===== src/rtl/urfd_pkg.sv =====
// ----------------------------------------------------------------------------
// urfd_pkg
// Shared types, widths, register indexes and the segment table of the
// ultrasonic range filter display unit.
// ----------------------------------------------------------------------------
package urfd_pkg;

    // echo counter and fixed-point widths
    localparam int COUNT_BITS = 16;
    localparam int FRAC_BITS  = 16;
    localparam int INT_BITS   = 12;
    localparam int FILT_W     = INT_BITS + FRAC_BITS;
    localparam int COEF_W     = 16;
    localparam int PROD_W     = COUNT_BITS + COEF_W;
    localparam int DIST_W     = PROD_W + FRAC_BITS;

    // shared bit-serial multiplier
    localparam int MUL_W  = (COUNT_BITS > FILT_W) ? COUNT_BITS : FILT_W;
    localparam int MULP_W = MUL_W + COEF_W;
    localparam int STEP_W = $clog2(MUL_W + 1);

    // display and trigger timing
    localparam int PH_W      = 4;
    localparam int LIM_W     = 7;
    localparam int DIGIT_W   = 4;
    localparam int SEG_W     = 8;
    localparam int MAX_SHOWN = 99;

    // divide by ten for values below one hundred: (x * 205) >> 11
    localparam int DIV10_MUL   = 205;
    localparam int DIV10_SHIFT = 11;
    localparam int DIV10_W     = LIM_W + 8;

    // configuration port
    localparam int CFG_W     = 16;
    localparam int CFG_IDX_W = 3;

    localparam logic [CFG_IDX_W-1:0] REG_RANGE_SCALE  = 3'd0;
    localparam logic [CFG_IDX_W-1:0] REG_FILTER_GAIN  = 3'd1;
    localparam logic [CFG_IDX_W-1:0] REG_BLANK_LIMIT  = 3'd2;
    localparam logic [CFG_IDX_W-1:0] REG_TRIGGER_LOW  = 3'd3;
    localparam logic [CFG_IDX_W-1:0] REG_TRIGGER_HIGH = 3'd4;

    localparam logic [COEF_W-1:0] RST_RANGE_SCALE  = 16'd3378;
    localparam logic [COEF_W-1:0] RST_FILTER_GAIN  = 16'd655;
    localparam logic [LIM_W-1:0]  RST_BLANK_LIMIT  = 7'd31;
    localparam logic [PH_W-1:0]   RST_TRIGGER_LOW  = 4'd2;
    localparam logic [PH_W-1:0]   RST_TRIGGER_HIGH = 4'd10;

    // one microsecond tick
    typedef struct packed {
        logic echo;
        logic button_press;
    } tick_t;

    // one display result
    typedef struct packed {
        logic               trigger;
        logic               led;
        logic               new_reading;
        logic               blank;
        logic [LIM_W-1:0]   shown_cm;
        logic [SEG_W-1:0]   tens_segments;
        logic [SEG_W-1:0]   ones_segments;
        logic               tens_on;
        logic               ones_on;
    } result_t;

    // segment pattern of one decimal digit
    function automatic logic [SEG_W-1:0] seg_code(input logic [DIGIT_W-1:0] digit);
        logic [SEG_W-1:0] code;
        unique case (digit)
            4'd0:    code = 8'h88;
            4'd1:    code = 8'hBE;
            4'd2:    code = 8'hC4;
            4'd3:    code = 8'hA4;
            4'd4:    code = 8'hB2;
            4'd5:    code = 8'hA1;
            4'd6:    code = 8'h83;
            4'd7:    code = 8'hBC;
            4'd8:    code = 8'h80;
            4'd9:    code = 8'hB0;
            default: code = 8'h00;
        endcase
        return code;
    endfunction

endpackage


===== src/rtl/urfd_serial_mul.sv =====
// ----------------------------------------------------------------------------
// urfd_serial_mul
// Bit-serial shift-add multiplier: one multiplier bit per cycle, a narrow
// adder of the multiplicand width, full product after MUL_W steps.
// ----------------------------------------------------------------------------
module urfd_serial_mul (
    input  logic                              clk,
    input  logic                              rst_n,
    input  logic                              start,
    input  logic [urfd_pkg::COEF_W-1:0]       mcand,
    input  logic [urfd_pkg::MUL_W-1:0]        mplier,
    output logic                              done,
    output logic [urfd_pkg::MULP_W-1:0]       product
);

    logic                              busy_reg;
    logic                              done_reg;
    logic [urfd_pkg::STEP_W-1:0]       steps_reg;
    logic [urfd_pkg::COEF_W-1:0]       mcand_reg;
    logic [urfd_pkg::COEF_W-1:0]       hi_reg;
    logic [urfd_pkg::MUL_W-1:0]        lo_reg;
    logic [urfd_pkg::COEF_W-1:0]       addend;
    logic [urfd_pkg::COEF_W:0]         sum_next;

    // add the multiplicand when the low multiplier bit is set
    always_comb
    begin
        addend   = lo_reg[0] ? mcand_reg : '0;
        sum_next = {1'b0, hi_reg} + {1'b0, addend};
    end

    // step control
    always_ff @(posedge clk or negedge rst_n)
    begin
        if (!rst_n)
        begin
            busy_reg  <= 1'b0;
            done_reg  <= 1'b0;
            steps_reg <= '0;
        end
        else
        begin
            done_reg <= 1'b0;
            if (start)
            begin
                busy_reg  <= 1'b1;
                steps_reg <= urfd_pkg::STEP_W'(urfd_pkg::MUL_W);
            end
            else if (busy_reg)
            begin
                steps_reg <= steps_reg - 1'b1;
                if (steps_reg == urfd_pkg::STEP_W'(1))
                begin
                    busy_reg <= 1'b0;
                    done_reg <= 1'b1;
                end
            end
        end
    end

    // partial product shifts right one bit per step
    always_ff @(posedge clk)
    begin
        if (start)
        begin
            mcand_reg <= mcand;
            hi_reg    <= '0;
            lo_reg    <= mplier;
        end
        else if (busy_reg)
        begin
            hi_reg <= sum_next[urfd_pkg::COEF_W:1];
            lo_reg <= {sum_next[0], lo_reg[urfd_pkg::MUL_W-1:1]};
        end
    end

    assign done    = done_reg;
    assign product = {hi_reg, lo_reg};

endmodule


===== src/rtl/ultrasonic_range_filter_display_unit.sv =====
// ----------------------------------------------------------------------------
// ultrasonic_range_filter_display_unit
// Echo ranging sequencer with an exponential low-pass filter on the
// distance and a two-digit segment display of the filtered value.
//
//   channel  | direction | handshake                | payload
//   ---------+-----------+--------------------------+------------------------
//   tick     | in        | tick_valid / tick_stall  | urfd_pkg::tick_t
//   result   | out       | result_valid/result_stall| urfd_pkg::result_t
//   config   | in        | cfg_we                   | cfg_index, cfg_data
//
// An ordinary tick is accepted, then loaded into the result register.
// A tick that ends a measurement also runs the shared bit-serial
// multiplier twice (distance, then filter step) at 28 steps each.
// Reset clears the sequencer, filter and display state and loads the
// register defaults. The next tick is taken while a result waits; a stalled
// result only holds the unit once the following result is ready.
// ----------------------------------------------------------------------------
module ultrasonic_range_filter_display_unit (
    input  logic                              clk,
    input  logic                              rst_n,
    input  logic                              tick_valid,
    output logic                              tick_stall,
    input  urfd_pkg::tick_t                   tick,
    output logic                              result_valid,
    input  logic                              result_stall,
    output urfd_pkg::result_t                 result,
    input  logic                              cfg_we,
    input  logic [urfd_pkg::CFG_IDX_W-1:0]    cfg_index,
    input  logic [urfd_pkg::CFG_W-1:0]        cfg_data
);

    typedef enum logic [2:0] {
        S_IDLE,
        S_RANGE,
        S_FILTER,
        S_UPDATE,
        S_EMIT
    } state_t;

    typedef enum logic [1:0] {
        PH_TRIG_LOW,
        PH_TRIG_HIGH,
        PH_WAIT_ECHO,
        PH_COUNT
    } phase_t;

    // configuration registers
    logic [urfd_pkg::COEF_W-1:0]       range_scale_reg;
    logic [urfd_pkg::COEF_W-1:0]       filter_gain_reg;
    logic [urfd_pkg::LIM_W-1:0]        blank_limit_reg;
    logic [urfd_pkg::PH_W-1:0]         trigger_low_reg;
    logic [urfd_pkg::PH_W-1:0]         trigger_high_reg;

    // sequencer and filter state
    state_t                            state_reg;
    phase_t                            phase_reg;
    phase_t                            phase_next;
    logic                              paused_reg;
    logic                              paused_next;
    logic [urfd_pkg::PH_W-1:0]         phase_ticks_reg;
    logic [urfd_pkg::PH_W-1:0]         phase_ticks_next;
    logic [urfd_pkg::COUNT_BITS-1:0]   echo_ticks_reg;
    logic [urfd_pkg::COUNT_BITS-1:0]   echo_ticks_next;
    logic [urfd_pkg::FILT_W-1:0]       filtered_reg;
    logic                              dark_reg;
    logic                              dark_next;
    logic [urfd_pkg::LIM_W-1:0]        value_reg;
    logic                              trig_reg;
    logic                              trig_next;
    logic                              fresh_reg;
    logic                              measure_done;
    logic                              d_ge_reg;
    logic                              result_valid_reg;
    urfd_pkg::result_t                 result_reg;

    // phase timing
    logic [urfd_pkg::PH_W:0]           tick_cnt;
    logic [urfd_pkg::PH_W-1:0]         phase_len;
    logic                              tick_accept;

    // distance and filter datapath
    logic                              mul_start;
    logic                              mul_done;
    logic [urfd_pkg::COEF_W-1:0]       mul_mcand;
    logic [urfd_pkg::MUL_W-1:0]        mul_mplier;
    logic [urfd_pkg::MULP_W-1:0]       mul_product;
    logic [urfd_pkg::PROD_W-1:0]       raw_dist;
    logic [urfd_pkg::DIST_W-1:0]       dist_wide;
    logic [urfd_pkg::FILT_W-1:0]       dist_sat;
    logic [urfd_pkg::FILT_W:0]         dist_sub;
    logic                              d_ge;
    logic [urfd_pkg::FILT_W-1:0]       diff;
    logic [urfd_pkg::FILT_W-1:0]       step;
    logic [urfd_pkg::FILT_W-1:0]       filtered_next;
    logic [urfd_pkg::LIM_W-1:0]        limit;
    logic [urfd_pkg::INT_BITS-1:0]     filt_int;
    logic                              over_limit;

    // display digits
    logic                              blank_now;
    logic [urfd_pkg::LIM_W-1:0]        shown;
    logic [urfd_pkg::DIV10_W-1:0]      tens_prod;
    logic [urfd_pkg::DIGIT_W-1:0]      tens;
    logic [urfd_pkg::LIM_W-1:0]        tens_x10;
    logic [urfd_pkg::DIGIT_W-1:0]      ones;
    logic                              tens_lit;
    logic                              ones_lit;
    logic                              emit_go;

    assign tick_accept = tick_valid && (state_reg == S_IDLE);

    // configuration writes
    always_ff @(posedge clk or negedge rst_n)
    begin
        if (!rst_n)
        begin
            range_scale_reg  <= urfd_pkg::RST_RANGE_SCALE;
            filter_gain_reg  <= urfd_pkg::RST_FILTER_GAIN;
            blank_limit_reg  <= urfd_pkg::RST_BLANK_LIMIT;
            trigger_low_reg  <= urfd_pkg::RST_TRIGGER_LOW;
            trigger_high_reg <= urfd_pkg::RST_TRIGGER_HIGH;
        end
        else if (cfg_we)
        begin
            unique case (cfg_index)
                urfd_pkg::REG_RANGE_SCALE:  range_scale_reg  <= cfg_data;
                urfd_pkg::REG_FILTER_GAIN:  filter_gain_reg  <= cfg_data;
                urfd_pkg::REG_BLANK_LIMIT:  blank_limit_reg  <= cfg_data[urfd_pkg::LIM_W-1:0];
                urfd_pkg::REG_TRIGGER_LOW:  trigger_low_reg  <= cfg_data[urfd_pkg::PH_W-1:0];
                urfd_pkg::REG_TRIGGER_HIGH: trigger_high_reg <= cfg_data[urfd_pkg::PH_W-1:0];
                default: ;
            endcase
        end
    end

    // run/pause toggle and trigger/echo phase sequencing for one tick
    always_comb
    begin
        paused_next      = paused_reg ^ tick.button_press;
        phase_next       = phase_reg;
        phase_ticks_next = phase_ticks_reg;
        echo_ticks_next  = echo_ticks_reg;
        dark_next        = dark_reg;
        trig_next        = 1'b0;
        measure_done     = 1'b0;
        tick_cnt         = '0;
        phase_len        = '0;

        if (tick.button_press)
        begin
            phase_next       = PH_TRIG_LOW;
            phase_ticks_next = '0;
            echo_ticks_next  = '0;
            if (paused_next)
            begin
                dark_next = 1'b1;
            end
        end

        if (paused_next)
        begin
            phase_next       = PH_TRIG_LOW;
            phase_ticks_next = '0;
            echo_ticks_next  = '0;
        end
        else
        begin
            unique case (phase_next)
                PH_TRIG_LOW, PH_TRIG_HIGH:
                begin
                    trig_next = (phase_next == PH_TRIG_HIGH);
                    tick_cnt  = {1'b0, phase_ticks_next} + 1'b1;
                    phase_len = trig_next ? trigger_high_reg : trigger_low_reg;
                    if (tick_cnt >= {1'b0, phase_len})
                    begin
                        phase_next       = trig_next ? PH_WAIT_ECHO : PH_TRIG_HIGH;
                        phase_ticks_next = '0;
                    end
                    else
                    begin
                        phase_ticks_next = tick_cnt[urfd_pkg::PH_W-1:0];
                    end
                end
                PH_WAIT_ECHO:
                begin
                    if (tick.echo)
                    begin
                        phase_next      = PH_COUNT;
                        echo_ticks_next = urfd_pkg::COUNT_BITS'(1);
                    end
                end
                PH_COUNT:
                begin
                    if (tick.echo)
                    begin
                        if (echo_ticks_next != '1)
                        begin
                            echo_ticks_next = echo_ticks_next + 1'b1;
                        end
                    end
                    else
                    begin
                        measure_done     = 1'b1;
                        phase_next       = PH_TRIG_LOW;
                        phase_ticks_next = '0;
                        echo_ticks_next  = '0;
                    end
                end
                default: ;
            endcase
        end
    end

    // multiplier operands: distance first, then the filter step
    assign mul_start  = (tick_accept && measure_done) || ((state_reg == S_RANGE) && mul_done);
    assign mul_mcand  = (state_reg == S_IDLE) ? range_scale_reg : filter_gain_reg;
    assign mul_mplier = (state_reg == S_IDLE) ? urfd_pkg::MUL_W'(echo_ticks_reg)
                                              : urfd_pkg::MUL_W'(diff);

    urfd_serial_mul u_mul (
        .clk     (clk),
        .rst_n   (rst_n),
        .start   (mul_start),
        .mcand   (mul_mcand),
        .mplier  (mul_mplier),
        .done    (mul_done),
        .product (mul_product)
    );

    // distance in filter format, saturated, and its distance to the filter
    always_comb
    begin
        raw_dist  = mul_product[urfd_pkg::PROD_W-1:0];
        dist_wide = {raw_dist, {urfd_pkg::FRAC_BITS{1'b0}}} >> urfd_pkg::COEF_W;
        dist_sat  = (|dist_wide[urfd_pkg::DIST_W-1:urfd_pkg::FILT_W])
                    ? '1 : dist_wide[urfd_pkg::FILT_W-1:0];
        dist_sub  = {1'b0, dist_sat} - {1'b0, filtered_reg};
        d_ge      = !dist_sub[urfd_pkg::FILT_W];
        diff      = d_ge ? dist_sub[urfd_pkg::FILT_W-1:0] : (filtered_reg - dist_sat);
    end

    // filter step and limit check
    always_comb
    begin
        step          = mul_product[urfd_pkg::FILT_W+urfd_pkg::COEF_W-1:urfd_pkg::COEF_W];
        filtered_next = d_ge_reg ? (filtered_reg + step) : (filtered_reg - step);
        limit         = (blank_limit_reg > urfd_pkg::LIM_W'(urfd_pkg::MAX_SHOWN))
                        ? urfd_pkg::LIM_W'(urfd_pkg::MAX_SHOWN) : blank_limit_reg;
        filt_int      = filtered_reg[urfd_pkg::FILT_W-1:urfd_pkg::FRAC_BITS];
        over_limit    = (filt_int > urfd_pkg::INT_BITS'(limit))
                        || ((filt_int == urfd_pkg::INT_BITS'(limit))
                            && (|filtered_reg[urfd_pkg::FRAC_BITS-1:0]));
    end

    // tens and ones digits with leading-zero blanking
    always_comb
    begin
        blank_now = paused_reg || dark_reg;
        if (blank_now)
        begin
            shown = '0;
        end
        else if (value_reg > urfd_pkg::LIM_W'(urfd_pkg::MAX_SHOWN))
        begin
            shown = urfd_pkg::LIM_W'(urfd_pkg::MAX_SHOWN);
        end
        else
        begin
            shown = value_reg;
        end
        tens_prod = urfd_pkg::DIV10_W'(shown) * urfd_pkg::DIV10_W'(urfd_pkg::DIV10_MUL);
        tens      = urfd_pkg::DIGIT_W'(tens_prod >> urfd_pkg::DIV10_SHIFT);
        tens_x10  = urfd_pkg::LIM_W'({tens, 3'b000}) + urfd_pkg::LIM_W'({tens, 1'b0});
        ones      = urfd_pkg::DIGIT_W'(shown - tens_x10);
        tens_lit  = (tens != '0);
        ones_lit  = (ones != '0) || tens_lit;
    end

    assign emit_go = (state_reg == S_EMIT) && (!result_valid_reg || !result_stall);

    // sequencer, filter state and result register
    always_ff @(posedge clk or negedge rst_n)
    begin
        if (!rst_n)
        begin
            state_reg        <= S_IDLE;
            paused_reg       <= 1'b0;
            phase_reg        <= PH_TRIG_LOW;
            phase_ticks_reg  <= '0;
            echo_ticks_reg   <= '0;
            filtered_reg     <= '0;
            dark_reg         <= 1'b1;
            value_reg        <= '0;
            trig_reg         <= 1'b0;
            fresh_reg        <= 1'b0;
            d_ge_reg         <= 1'b0;
            result_valid_reg <= 1'b0;
            result_reg       <= '0;
        end
        else
        begin
            if (result_valid_reg && !result_stall && !emit_go)
            begin
                result_valid_reg <= 1'b0;
            end

            unique case (state_reg)
                S_IDLE:
                begin
                    if (tick_valid)
                    begin
                        paused_reg      <= paused_next;
                        phase_reg       <= phase_next;
                        phase_ticks_reg <= phase_ticks_next;
                        echo_ticks_reg  <= echo_ticks_next;
                        dark_reg        <= dark_next;
                        trig_reg        <= trig_next;
                        fresh_reg       <= measure_done;
                        state_reg       <= measure_done ? S_RANGE : S_EMIT;
                    end
                end
                S_RANGE:
                begin
                    if (mul_done)
                    begin
                        d_ge_reg  <= d_ge;
                        state_reg <= S_FILTER;
                    end
                end
                S_FILTER:
                begin
                    if (mul_done)
                    begin
                        filtered_reg <= filtered_next;
                        state_reg    <= S_UPDATE;
                    end
                end
                S_UPDATE:
                begin
                    dark_reg  <= over_limit;
                    value_reg <= over_limit ? '0 : urfd_pkg::LIM_W'(filt_int);
                    state_reg <= S_EMIT;
                end
                S_EMIT:
                begin
                    if (emit_go)
                    begin
                        result_valid_reg           <= 1'b1;
                        result_reg.trigger         <= trig_reg;
                        result_reg.led             <= !paused_reg;
                        result_reg.new_reading     <= fresh_reg;
                        result_reg.blank           <= blank_now;
                        result_reg.shown_cm        <= shown;
                        result_reg.tens_segments   <= tens_lit ? urfd_pkg::seg_code(tens) : '0;
                        result_reg.ones_segments   <= ones_lit ? urfd_pkg::seg_code(ones) : '0;
                        result_reg.tens_on         <= tens_lit;
                        result_reg.ones_on         <= ones_lit;
                        state_reg                  <= S_IDLE;
                    end
                end
                default:
                begin
                    state_reg <= S_IDLE;
                end
            endcase
        end
    end

    assign tick_stall   = (state_reg != S_IDLE);
    assign result_valid = result_valid_reg;
    assign result       = result_reg;

    // multiplier finishes only while the sequencer waits for it
    assert property (@(posedge clk) disable iff (!rst_n)
        mul_done |-> (state_reg == S_RANGE || state_reg == S_FILTER))
        else $error("multiplier done outside a multiply wait");

    // an accepted transaction holds off the next one
    assert property (@(posedge clk) disable iff (!rst_n)
        (tick_valid && !tick_stall) |=> tick_stall)
        else $error("tick accepted twice without a result");

    // a loaded result is offered on the next cycle
    assert property (@(posedge clk) disable iff (!rst_n)
        emit_go |=> (result_valid && state_reg == S_IDLE))
        else $error("result not presented after load");

    // a finished measurement never coincides with a trigger pulse or pause
    assert property (@(posedge clk) disable iff (!rst_n)
        (result_valid && result.new_reading) |-> (!result.trigger && result.led))
        else $error("new reading with trigger high or paused");

endmodule


===== config.mk =====
export PLATFORM = sky130hd
export DESIGN_NAME = ultrasonic_range_filter_display_unit
export DESIGN_NICKNAME = d
export VERILOG_FILES = /design/src/rtl/urfd_pkg.sv /design/src/rtl/urfd_serial_mul.sv /design/src/rtl/ultrasonic_range_filter_display_unit.sv
export SDC_FILE = /design/constraint.sdc
export NUM_CORES = 1
export LEC_CHECK = 0
export ABC_AREA = 1
export BUFFER_PORTS_ARGS = -buffer_cell sky130_fd_sc_hd__buf_2
export CAP_MARGIN = 15
export CORE_ASPECT_RATIO = 1.75
export CORE_MARGIN = 8
export CORE_UTILIZATION = 50
export CTS_BUF_LIST = sky130_fd_sc_hd__clkbuf_8
export CTS_CLUSTER_SIZE = 40
export DETAILED_ROUTE_END_ITERATION = 10
export PLACE_DENSITY = 0.65
export SYNTH_ARGS = -nofsm -noshare
export SYNTH_HDL_FRONTEND = slang
export SYNTH_SLANG_ARGS = --single-unit

===== constraint.sdc =====
create_clock -name clk -period 7.8 [get_ports clk]
set_input_delay 0.78 -clock clk [delete_from_list [all_inputs] [get_ports clk]]
set_output_delay 0.78 -clock clk [all_outputs]
set_load 0.01 [all_outputs]

# Yosys cells after proc, flatten, opt, wreduce, memory -nomap -nowiden
# Memories as Yosys holds them, arrays and structs flattened.
# Cells that the tools add are included.
# op_classes
eq_ne,20
add_sub_neg,10
mux,59
shift,0
multipliers,1
n_bitwise,1
reduce_logical,39
n_lt_le_gt_ge,4
div,0
# ops
cell,count
$mux 28,6
$mux 16,7
$sub 28x28->28,2
$pmux 16 s2,1
$sub 28x28->29,1
$add 28x28->28,1
$mux 7,4
$mux 4,5
$reduce_and 2->1,9
$add 16x16->17,1
$mux 1,17
$add 16x1->16 const B,1
$mux 8,2
$ne 16x16->1 const B,1
$reduce_or 16->1,1
$mul 7x8->15 const B,1
$mux 3,5
$pmux 3 s5,1
$gt 7x7->1 const B,2
$eq 12x7->1,1
$eq 3x2->1 const B,4
$gt 12x7->1,1
$mux 2,6
$mux 5,2
27 further kinds,52
# word_totals
n_memories,2
romBits,256
mem_bits_rw,0
latch_bits,0
regBits,209
output_inout_bits,31
# memory_table
name,depth,word_bits,read_ports,rd_clocked_by_memory_dff,wr,line_no,source
(name not given),16,8,1,0,0,urfd_pkg.sv:72,unique case (digit)
(name not given),16,8,1,0,0,urfd_pkg.sv:72,

# Depth between registers and ports, before layout
# depth
ltp_word,9
mapped_depth,30
mapped_depth_nobuf,30

# Modules after synthesis
# A second synthesis with hierarchy kept.
# unflattened
cells_unflattened,2412
hier_area_um2,17286.6
# modules_own_cells
module,cells_each,area_per_inst_um2,instances
ultrasonic_range_filter_display_unit,1964,13666.9,1
urfd_serial_mul,448,3619.7,1

# Worst setup path after synthesis
# No wires, ideal clock.
# synth_timing
kind,register to register
from,register dark_reg
to,register result_reg (netlist bit result[4])
path_slack_ns,3.095
n_path_buf,0
arrival_time_ns,4.587
setup_time_ns,0.118
required_time_ns,7.682
period_less_slack_ns,4.705
stages_incl_launch_ff,27
cell_sequence,dfstp_2 inv_1 nand2_4 nor2_1 ha_1 inv_1 fa_1 inv_1 ha_1 inv_1 fa_1 inv_1 ha_1 nand2_1 nor3_1 nand3_1 nand2_1 xor2_1 ha_1 inv_1 or2_2 nand2_1 or2_2 nand2_1 a21oi_1 nand3_1 nand2_1
# synth_between
elab_chain_len,8
# synth_rtl
element,line_no,source
start: declaration,ultrasonic_range_filter_display_unit.sv:66,logic dark_reg;
start signal: assignment,ultrasonic_range_filter_display_unit.sv:317,dark_reg <= dark_next;
start signal: assignment,ultrasonic_range_filter_display_unit.sv:341,dark_reg <= over_limit;
$logic_or 1x1->1 (*),ultrasonic_range_filter_display_unit.sv:259,blank_now = paused_reg || dark_reg;
$mux 7 (*),ultrasonic_range_filter_display_unit.sv:260,if (blank_now)
"net shown, one bit",ultrasonic_range_filter_display_unit.sv:102,logic [urfd_pkg::LIM_W-1:0] shown;
$mul 7x8->15 (*),ultrasonic_range_filter_display_unit.sv:272,tens_prod = urfd_pkg::DIV10_W'(shown) * urfd_pkg::DIV10_W'(urfd_pkg::DIV10_MUL);
"parallel branches: the longest is 4 deep, another holds $mem_v2 16x8",--,
$mux 8 (*),ultrasonic_range_filter_display_unit.sv:356,result_reg.ones_segments <= ones_lit ? urfd_pkg::seg_code(ones) : '0;
end: declaration,ultrasonic_range_filter_display_unit.sv:75,urfd_pkg::result_t result_reg;
# Mark *: on every way through the listed nets, which the timed path passes.
# A chain may end at the register's enable or synchronous reset.

# Worst setup path in the final report
# layout_timing
from,register paused_reg
to,register result_reg (netlist bit result[7])
# layout_between
elab_chain_len,8
# layout_rtl
element,line_no,source
start: declaration,ultrasonic_range_filter_display_unit.sv:59,logic paused_reg;
start signal: assignment,ultrasonic_range_filter_display_unit.sv:313,paused_reg <= paused_next;
$logic_or 1x1->1 (*),ultrasonic_range_filter_display_unit.sv:259,
$mux 7 (*),ultrasonic_range_filter_display_unit.sv:260,
"net shown, one bit",ultrasonic_range_filter_display_unit.sv:102,
$mul 7x8->15 (*),ultrasonic_range_filter_display_unit.sv:272,
"parallel branches: the longest is 4 deep, another holds $mem_v2 16x8",--,
$mux 8 (*),ultrasonic_range_filter_display_unit.sv:356,
# Marked as above.

==> results.md <==
* Status: completed
* Post-synth ARST share at between 70% and 80%
* Final wirelength at approximately 56,000 um
* YS warnings at 0
* Tcrit/Tclk final at 68.7%
* WL/cell at roughly 19 um
* Syn_area_per_cell at ~7.2 um^2
* First-pass GRT wire length at approximately 90,000 um
* Vias at about 16,000
* Reg2Reg Setup Slack at between 2 and 2.5 ns
* Largest net degree at the start of global routing at around 80
* Core area at roughly 0.034 mm^2
* Critical-path top delay cell: dfrtp_1
* Largest register FFs at 29
* Min setup slack post-route at between 2 and 2.5 ns
* Clock Tree Buf Depth at 3
* Largest family of logic cells by synthesized area: simple AND/OR/NAND/NOR gates
* Total track usage at 27.3%
* Number of synthesized flops with an enable pin at 44
* Max frequency at ~0.19 GHz
* Setup crit end kind: register
* Xor/xnor cell area share of the yosys netlist at 4.00%
* Slew Limit Fails at 0
* P&R area growth vs syn at 8.08%
* Die Width at between 150 and 200 um
* Post-cts hold buffer count at 0
* Number of iterations in the first detailed-routing pass at 6
* Final net count at between 2,000 and 3,000
* Worst-Skew Late Latency at between 0.5 and 0.6 ns
* Slew HR at a little over a quarter
* GRT Residual Overflow at 0
* Final setup vio count at 0
* CP Cell Sequence: inv_2 > nand2_4 > nor2_1 > inv_1 > ha_1 > fa_1 > inv_1 > fa_1 > ha_1 > ha_1 > nand4_1 > nor3_1 > nand3_1 > nand2_1 > xor2_1 > ha_1 > inv_1 > or2_2 > nand2_1 > inv_1 > o21ai_0 > nand2_1 > nand2_1 > o21ai_2
* Maximum VDD drop at 0.169 mV
* Pre-CTS WS at 2.49 ns
* H-Tree Depth at 2
* Vias per cell at approximately 5.6
* Area contributors post-synth: dfrtp_1 19%, nand2_1 12%, ha_1 12%
* WS Path Type: reg2reg
* Number of buffers added on ports at between 50 and 60
* Clk sinks at about 210
* Post-synth top area share at 18.5%
* Clock Skew at between 0.03 and 0.04 ns
* Post-route cell area at between 0.015 and 0.02 mm^2
* Hold Crit Class: in2async
* Share of cells above drive strength 1 at roughly 8.9%
* TritonCTS clock tree: done
* Die area at a little over 0.04 mm^2
* Vias in the first global route at 16,600
* Worst path max stage delay at 0.44 ns
* Root Buffer: clkbuf_8
* Top Ports at 57
* Starting density of the core at 50.4%
* Mux share of post-synthesis cell area at 0.231%
* Simple-gate share of the synthesized area at about a quarter
* Initial antenna violation count at 2
* Chip height at 262 um
* Synth unique cells at a little under 70
* Critical path peak fanout at 10
* Cell taking the most area after synthesis: dfrtp_1
* Fin. Hold Viols at 0
* Top FF cell, synth: dfrtp_1
* Worst-Margin Slew at approximately 1.1 ns
* Synth Area in Compound Gates at 18.7%
* Leak at approximately 0.0091 uW
* # rows at 90
* Worst EP arrival at between 5 and 6 ns
* # Post-CTS Setup Buffers at 0
* Period minus WS final at 5.36 ns
* Max Cap Violations at 0
* Placed cell area at 0.0179 mm^2
* Final Wtd Congestion at roughly 1.1
* Syn nets at approximately 2,600
* Synth Area in Adders at approximately an eighth
* Mapped cell area at 0.0173 mm^2
* Reg clk slew, reported paths at 0.09 ns
* Pwr per Cell Area at around 300 mW/mm^2
* Crit path required time at 8.24 ns
* Crit start category: register
* Sequential share of the synthesized area at 31.2%
* Post-route setup TNS at 0 ns
* Post-synthesis register bit count at roughly 210
* Post-Syn Instances at between 2,000 and 2,500
* DRT iter0 DRCs at around 890
* Fillers at approximately 3,400
* DRC at 0
* Cts bufs inserted at 37
* CTS resizes at 0
* Antenna-violating nets left at 0
* Final HPWL DP at 44,000 um
* Unrepaired setup endpoints after global routing: false
through the flow:
stage | power, uW | hold slack [ns] | cells | util [%]
floorplan | 3660 | 0.452 | 2396 | -
global placement | 4450 | 0.464 | 2863 | 52.2
detailed placement | 4480 | 0.470 | 2863 | 52.2
CTS | 5560 | 0.242 | 2930 | 54.4
global route | 6010 | 0.267 | 2932 | 54.4
finish | 5580 | 0.224 | 2933 | 54.4
layout by cell type, fill, tap and decap left out, types with 16 or more instances in the layout:
cell type and n:
dfxtp_1 16, inv_1 340, o21ai_1 25, xor2_1 55
nand3_1 100, edfxtp_1 44, dfrtp_1 128, clkbuf_8 40
o22ai_1 22, buf_2 55, nand4_1 20, o21ai_0 229
nand2_1 555, a21oi_1 163, dfstp_2 21, nor2_1 191
ha_1 162, xnor2_1 24, nor3_1 22, o211ai_1 21
nor2_2 16
per-layer routing:
layer | wire length, um | track usage, %
met5 | 0 | 0
met3 | 2630 | 4.53
met2 | 28600 | 49.6
met1 | 20100 | 27.5
met4 | 4330 | 20.2
power by group:
group | internal [uW] | switching [uW] | leakage [uW]
logic | 965 | 1910 | 0.00620
registers | 1400 | 260 | 0.00249
clock network | 543 | 507 | 0.000407
synth_stat cells (6+ instances only):
| library cell | number |
|---|---|
| o22ai_1 | 22 |
| o21a_1 | 10 |
| nor2_1 | 192 |
| nand2_2 | 11 |
| nand2_1 | 555 |
| nor4_1 | 10 |
| clkbuf_1 | 34 |
| o31ai_1 | 10 |
| inv_2 | 11 |
| nand3_1 | 100 |
| xor2_1 | 55 |
| o2111ai_1 | 6 |
| dfstp_2 | 21 |
| or2_2 | 11 |
| o21ai_1 | 25 |
| nor2_2 | 15 |
| o221ai_1 | 7 |
| a21oi_1 | 163 |
| o21ai_2 | 13 |
| ha_1 | 162 |
| xnor2_1 | 24 |
| fa_1 | 12 |
| a31oi_1 | 8 |
| edfxtp_1 | 44 |
| o21ai_0 | 229 |
| inv_1 | 329 |
| buf_2 | 11 |
| nand4_1 | 20 |
| o211ai_1 | 21 |
| a21boi_0 | 6 |
| nor3_1 | 22 |
| a21oi_2 | 6 |
| dfrtp_1 | 128 |
| dfxtp_1 | 16 |
| a21o_1 | 11 |
| buf_6 | 6 |
final timing paths:
path | endpoint | cells after the start | startpoint
max in group asynchronous | filtered_reg[22] | 2 | rst_n
worst min-delay path | echo_ticks_reg[9] | 1 | rst_n
worst max register to register | result[7] | 24 | paused_reg
min in group clk | filter_gain_reg[9] | 3 | cfg_data[9]
worst min register to register | range_scale_reg[14] | 2 | range_scale_reg[14]
worst max-delay path | result[7] | 24 | paused_reg
area by class of cell:
type / count / area, um^2 / share of cell area [%]
tap: 460 / 576 / 3.08
antenna: 2 / 5.00 / 0.0268
clock inverter: 27 / 174 / 0.930
inverter: 345 / 1300 / 6.97
sequential: 209 / 5400 / 28.9
multi-input combinational: 1783 / 10300 / 55.1
timing repair buffer: 67 / 389 / 2.08
clock buffer: 40 / 551 / 2.94
critical path, delay by kind of cell (launching register included):
kind            cells  cell delay (ns)
flops               1             0.44
xor+xnor            1             0.39
simple gates       10             1.62
compound gates      2             0.26
buf+inv             5             0.50
fa+ha+maj           6             2.04
kinds of logic (layout without fill, tap and decap cells):
family	after synthesis	in the layout
xor+xnor	79	79
simple gates	962	962
fa+ha+maj	174	174
compound gates	564	564
flops	209	209
mux	4	4
buf+inv	404	479
other cells	0	2
(Power assumes the default switching activity.)
